==> src/hdl/sbhp_isqrt.sv <==
// Pipelined floor square root of d2 scaled by 2^16, one root bit per stage.
module sbhp_isqrt (
  input  logic        clk,
  input  logic        en,
  input  logic [20:0] d2,
  output logic [18:0] root
);

  localparam int NSTEP = 19;
  localparam int RW    = 39;

  logic [RW-1:0] rem_r [NSTEP];
  logic [18:0]   q_r   [NSTEP];

  for (genvar i = 0; i < NSTEP; i++) begin : g_step
    localparam int K = NSTEP - 1 - i;
    logic [RW-1:0] rem_in;
    logic [RW-1:0] trial;
    logic [18:0]   q_in;

    if (i == 0) begin : g_first
      assign rem_in = {2'b00, d2, 16'h0000};
      assign q_in   = '0;
    end else begin : g_next
      assign rem_in = rem_r[i-1];
      assign q_in   = q_r[i-1];
    end

    // (q + 2^k)^2 - q^2
    assign trial = ({20'h0, q_in} << (K + 1)) + (RW'(1) << (2 * K));

    always_ff @(posedge clk) begin
      if (en) begin
        if (rem_in >= trial) begin
          rem_r[i] <= rem_in - trial;
          q_r[i]   <= q_in | (19'd1 << K);
        end else begin
          rem_r[i] <= rem_in;
          q_r[i]   <= q_in;
        end
      end
    end
  end

  assign root = q_r[NSTEP-1];

endmodule

==> config.mk <==
export PLATFORM = sky130hd
export DESIGN_NAME = sbhp_isqrt
export DESIGN_NICKNAME = d
export VERILOG_FILES = /design/src/hdl/sbhp_isqrt.sv
export SDC_FILE = /design/constraint.sdc
export NUM_CORES = 1
export LEC_CHECK = 0
export BUFFER_PORTS_ARGS = -buffer_cell sky130_fd_sc_hd__buf_2
export CAP_MARGIN = 15
export CORE_MARGIN = 4
export CORE_UTILIZATION = 56
export DETAILED_ROUTE_END_ITERATION = 8
export GPL_ROUTABILITY_DRIVEN = 0
export PLACE_DENSITY = 0.72
export SYNTH_ARGS = -nofsm -noshare
export SYNTH_HDL_FRONTEND = slang
export SYNTH_SLANG_ARGS = --single-unit
==> constraint.sdc <==
create_clock -name clk -period 8.05 [get_ports clk]
set_clock_uncertainty 0.05 [all_clocks]
set_input_delay 1.61 -clock clk [delete_from_list [all_inputs] [get_ports clk]]
set_output_delay 1.61 -clock clk [all_outputs]
set_load 0.03 [all_outputs]
### Word-level counts from Yosys, hierarchy flattened

Memory sizes are Yosys's and may differ from the RTL's.
Index checks and enable logic that the tools add are counted.

* ROM bits: 0
* memories kept: 2
* output and inout port bits: 19
* bits in registers: 0
* bits in latches: 0
* input port bits: 23
* memory bits (writable): 1102

* reduce and logical (&&, ||, !) cells: 0
* add/subtract/negate cells: 37
* magnitude comparators: 19
* multipliers: 0
* eq/ne operators: 0
* divide/modulo/power cells: 0
* mux-type cells: 152
* shift operators: 0
* bitwise gates (word level): 38

Memory list
* rem_r: depth 19, width 39, rd ports 18, clocked after memory_dff 0, write ports 19, line 12 `logic [RW-1:0] rem_r [NSTEP];`
* q_r: depth 19, width 19, rd ports 19, clocked after memory_dff 0, write ports 19, line 13 `logic [18:0] q_r [NSTEP];`

Operators with widths (count)
* two-way mux 39 bit: 19
* two-way mux 19 bit: 19
* two-way mux 1 bit: 114
* >= comparator 39 x 21 -> 1 bit: 1
* >= comparator 39 x 22 -> 1 bit: 1
* >= comparator 39 x 23 -> 1 bit: 1
* >= comparator 39 x 24 -> 1 bit: 1
* >= comparator 39 x 25 -> 1 bit: 1
* >= comparator 39 x 26 -> 1 bit: 1
* >= comparator 39 x 27 -> 1 bit: 1
* >= comparator 39 x 28 -> 1 bit: 1
* >= comparator 39 x 29 -> 1 bit: 1
* >= comparator 39 x 30 -> 1 bit: 1
* >= comparator 39 x 31 -> 1 bit: 1
* >= comparator 39 x 32 -> 1 bit: 1
* >= comparator 39 x 33 -> 1 bit: 1
* >= comparator 39 x 34 -> 1 bit: 1
* >= comparator 39 x 35 -> 1 bit: 1
* >= comparator 39 x 36 -> 1 bit: 1
* >= comparator 39 x 37 -> 1 bit: 1
* >= comparator 39 x 38 -> 1 bit: 1
* subtractor 39 x 21 -> 39 bit: 1
* subtractor 39 x 22 -> 39 bit: 1
* subtractor 39 x 23 -> 39 bit: 1
* 36 further kinds: 73

### Depth between registers and ports, before layout

An unclocked memory read counts as a cell.

* depth in word-level cells: 7
* depth in mapped cells: 13

### Worst setup path after synthesis

OpenSTA, ideal clock, no wires.

* path kind: input to register
* from: in en
* to: mem q_r[17][10], enable pin
* slack: 3.923 ns
* setup time: 0.430 ns
* data arrival time: 3.647 ns
* stages on the path: 3
* required time: 7.570 ns
* cell sequence: clkbuf_1 -> clkbuf_1 -> clkbuf_1

RTL lines
* from (decl): line 4 `input logic en,`
* to (decl): line 13

==> flow_metrics.tcl <==
set metrics [dict create \
    status "finished clean" \
    grt-ovfl-total 0 \
    grt_pass1_vias 21400 \
    crit_fanout 166 \
    dieArea_um2 63400 \
    worst_slack_ns 3.90 \
    io_pins 42 \
    synth_top_family_by_area "simple AND/OR/NAND/NOR gates" \
    postRouteAntennaNets 0 \
    synthAdderAreaFrac_pct 7.56 \
    cts_hold_buffers 0 \
    port_buffers 41 \
    clk_latency_ns 0.63 \
    worst_slew_pin_slew_ns 1.15 \
    swShare_pct 27.5 \
    cts_buffer_depth 3 \
    p_sw_mw 2.54 \
    pwr-share-clk_pct 34.0 \
    avgViaCountPerCell 5.83 \
    power_frac_seq_pct 49.4 \
    hold_class "flip-flop to flip-flop" \
    drt_iter0_drc 1576 \
    cts_buffers 70 \
    max_slew_margin_pct 23.4 \
    multiInputGateArea_um2 12600 \
    cp-end-kind "flip-flop" \
    routed_wirelength_um 65400 \
    fin_crit_sh_pct 51.5 \
    fillers 4342 \
    setup_violations 0 \
    power.share.combinational_pct 16.6 \
    whs_ns 0.392 \
    synthXorXnorAreaFrac_pct 7.47 \
    synth_seq_area_share_pct 58.8 \
    synthTopCellsByCount "652 x edfxtp_1, 239 x inv_1, 206 x nand2_1" \
    synth_mux_area_share_pct 1.08 \
    ir_drop_mv 0.205 \
    ys_top_cells_by_area "edfxtp_1 59%, ha_1 7.1%, xor2_1 4.0%, xnor2_1 3.5%, inv_1 2.7%" \
    route.detailed.drc 0 \
    core_um2 58900 \
    fin_crit_ns 4.15 \
    crit_type "input port to flip-flop" \
    grt_setup_unrepaired "no" \
    register_area_um2 19600 \
    synth_area_per_cell_um2 12.0 \
    nets 3066 \
    clk_pin_slew_ns 0.06 \
    firstDrtPassIters 6 \
    grt_max_degree 179 \
    synth-simple-area-share_pct 11.9 \
    drive_gt1_share_pct 6.86 \
    die_x_um 252 \
    use_met3_pct 3.07 \
    antenna_found_initial 0 \
    tns_ns 0 \
    cts-resized-gates 0 \
    met2_usage_pct 37.0 \
    dp_hpwl_um 47400 \
    areaGrowthSynthToFinish_pct 9.87 \
    diodes 0 \
    hold_viol_final 0 \
    htree_levels 3 \
    slew_violations 0 \
    synth_fp_nets 3006 \
    synth_cell_types 77 \
    synth_compound_area_share_pct 9.70 \
    synth-main-ff-cell "edfxtp_1" \
    die_h_um 252 \
    synth-edff-count 652 \
    fmaxAchievable_mhz 241 \
    busiest_layer "met2" \
    ys_async_sr_fraction_pct 0 \
    initial_core_util_pct 56.5 \
    rows 89 \
    track_usage_pct 20.3 \
    avgRoutedWirePerCell_um 17.8 \
    synth_cells 2786 \
    cts_tree "built" \
    grtUsageMet1_pct 24.0 \
    leakagePower_nw 14.1 \
    pwr_density_cell_nw_per_um2 253 \
    ys_ff_latch 652 \
    start_kind "input port" \
    drv_cap 0 \
    clkSinkCount 652 \
    cts_root_buf "clkbuf_16" \
    synth.most_common_cell "edfxtp_1" \
    synth_top_area_share_pct 58.8 \
    place_ws_ns 3.24 \
    required_ns 8.38 \
    synth_top_area_cell "edfxtp_1" \
    yosys_warnings 0 \
    num_vias 21400 \
    grt_pass1_wl_um 106000 \
    post-cts-setup-buffer-count 0 \
    arrival_ns 4.47 \
    internal_power_mw 6.71 \
    syn_area_um2 33300 \
]
==> metal layers <==
metal	wire, um	part of all wire, %
met1	26000	40
met2	34300	52
met3	2880	4.4
met4	2170	3.3
met5	0	0
==> worst max-delay path: stages <==
cell,delay (ns)
buf_8,0.26
buf_12,0.54
buf_4,0.66
o211ai_1,0.22
nor2_1,0.58
nor3b_1,0.13
xor2_1,0.17
==> sequential cells by signal (all words and copies together) (netlist names) <==
signal and count:
q_r 190, rem_r 462
==> placed cells by master, fill, tap and decap left out, types with 8 or more instances in the layout <==
| cell | synthesis | final |
|---|---|---|
| edfxtp_1 | 652 | 652 |
| inv_1 | 239 | 239 |
| nand2_1 | 206 | 206 |
| nor2_1 | 197 | 197 |
| ha_1 | 190 | 190 |
| a21oi_1 | 166 | 166 |
| xor2_1 | 152 | 152 |
| o21ai_0 | 149 | 149 |
| xnor2_1 | 132 | 132 |
| nor3_1 | 82 | 82 |
| clkbuf_16 | 0 | 70 |
| a21o_1 | 56 | 56 |
| nor4_1 | 55 | 55 |
| buf_2 | 6 | 40 |
| nand2b_1 | 39 | 39 |
| o21a_1 | 35 | 35 |
| nand3_1 | 35 | 35 |
| nor2b_1 | 30 | 30 |
| or3_1 | 24 | 24 |
| mux2_2 | 22 | 22 |
| nand4_1 | 20 | 20 |
| a211oi_1 | 19 | 19 |
| o21bai_1 | 15 | 15 |
| clkinv_1 | 0 | 15 |
| o211ai_1 | 14 | 14 |
| o31ai_1 | 14 | 14 |
| nand4b_1 | 14 | 14 |
| clkbuf_1 | 52 | 14 |
| nand3b_1 | 13 | 13 |
| or4_1 | 11 | 11 |
| clkinv_2 | 0 | 11 |
| nor4b_1 | 10 | 10 |
| and3_1 | 9 | 9 |
| mux2i_1 | 9 | 9 |
| nor3b_1 | 8 | 8 |
| a31oi_1 | 8 | 8 |
| buf_4 | 2 | 8 |
==> worst paths after layout <==
check / slack [ns] / cells after the start / to / from
min reg2reg: 0.39 / 0 / q_r[14][14] / q_r[13][14]
min: 0.39 / 0 / q_r[14][14] / q_r[13][14]
max: 3.90 / 7 / rem_r[2][36] / en
max reg2reg: 3.92 / 9 / rem_r[16][31] / rem_r[15][10]
==> final cells by class <==
cell class | count | share of cell area [%]
flip-flops and latches | 652 | 53.5
multi-input cells | 1830 | 34.4
clock buffers | 84 | 4.93
well taps | 773 | 2.64
inverters | 241 | 2.47
clock inverters | 44 | 1.24
repair buffers | 51 | 0.861
==> power by group through the flow <==
stage / registers [mW] / clock network [mW] / logic [mW]
finish: 4.58 / 3.15 / 1.54
detailed placement: 4.64 / 0 / 1.52
floorplan: 4.52 / 0 / 1.21
global placement: 4.63 / 0 / 1.46
global route: 4.61 / 3.35 / 1.72
CTS: 4.57 / 3.21 / 1.53
==> kinds of logic after synthesis <==
kind of cell,count (synthesis)
AND/OR/NAND/NOR,789
AO/OA/AOI/OAI,527
adder cells (fa/ha/maj),197
flip-flops,652
multiplexers,33
XOR/XNOR,284
buffers and inverters,304
==> metrics by stage <==
stage / std cells / area [um^2] / power (mW) / utilization [%]
CTS: 3675 / 36600 / 9.31 / 62.1
global placement: 3547 / 34300 / 6.09 / 58.3
detailed placement: 3547 / 34300 / 6.16 / 58.3
global route: 3675 / 36600 / 9.68 / 62.1
floorplan: 2786 / 33300 / 5.73 / -
finish: 3675 / 36600 / 9.26 / 62.1
Power figures use the tool's default switching activity.
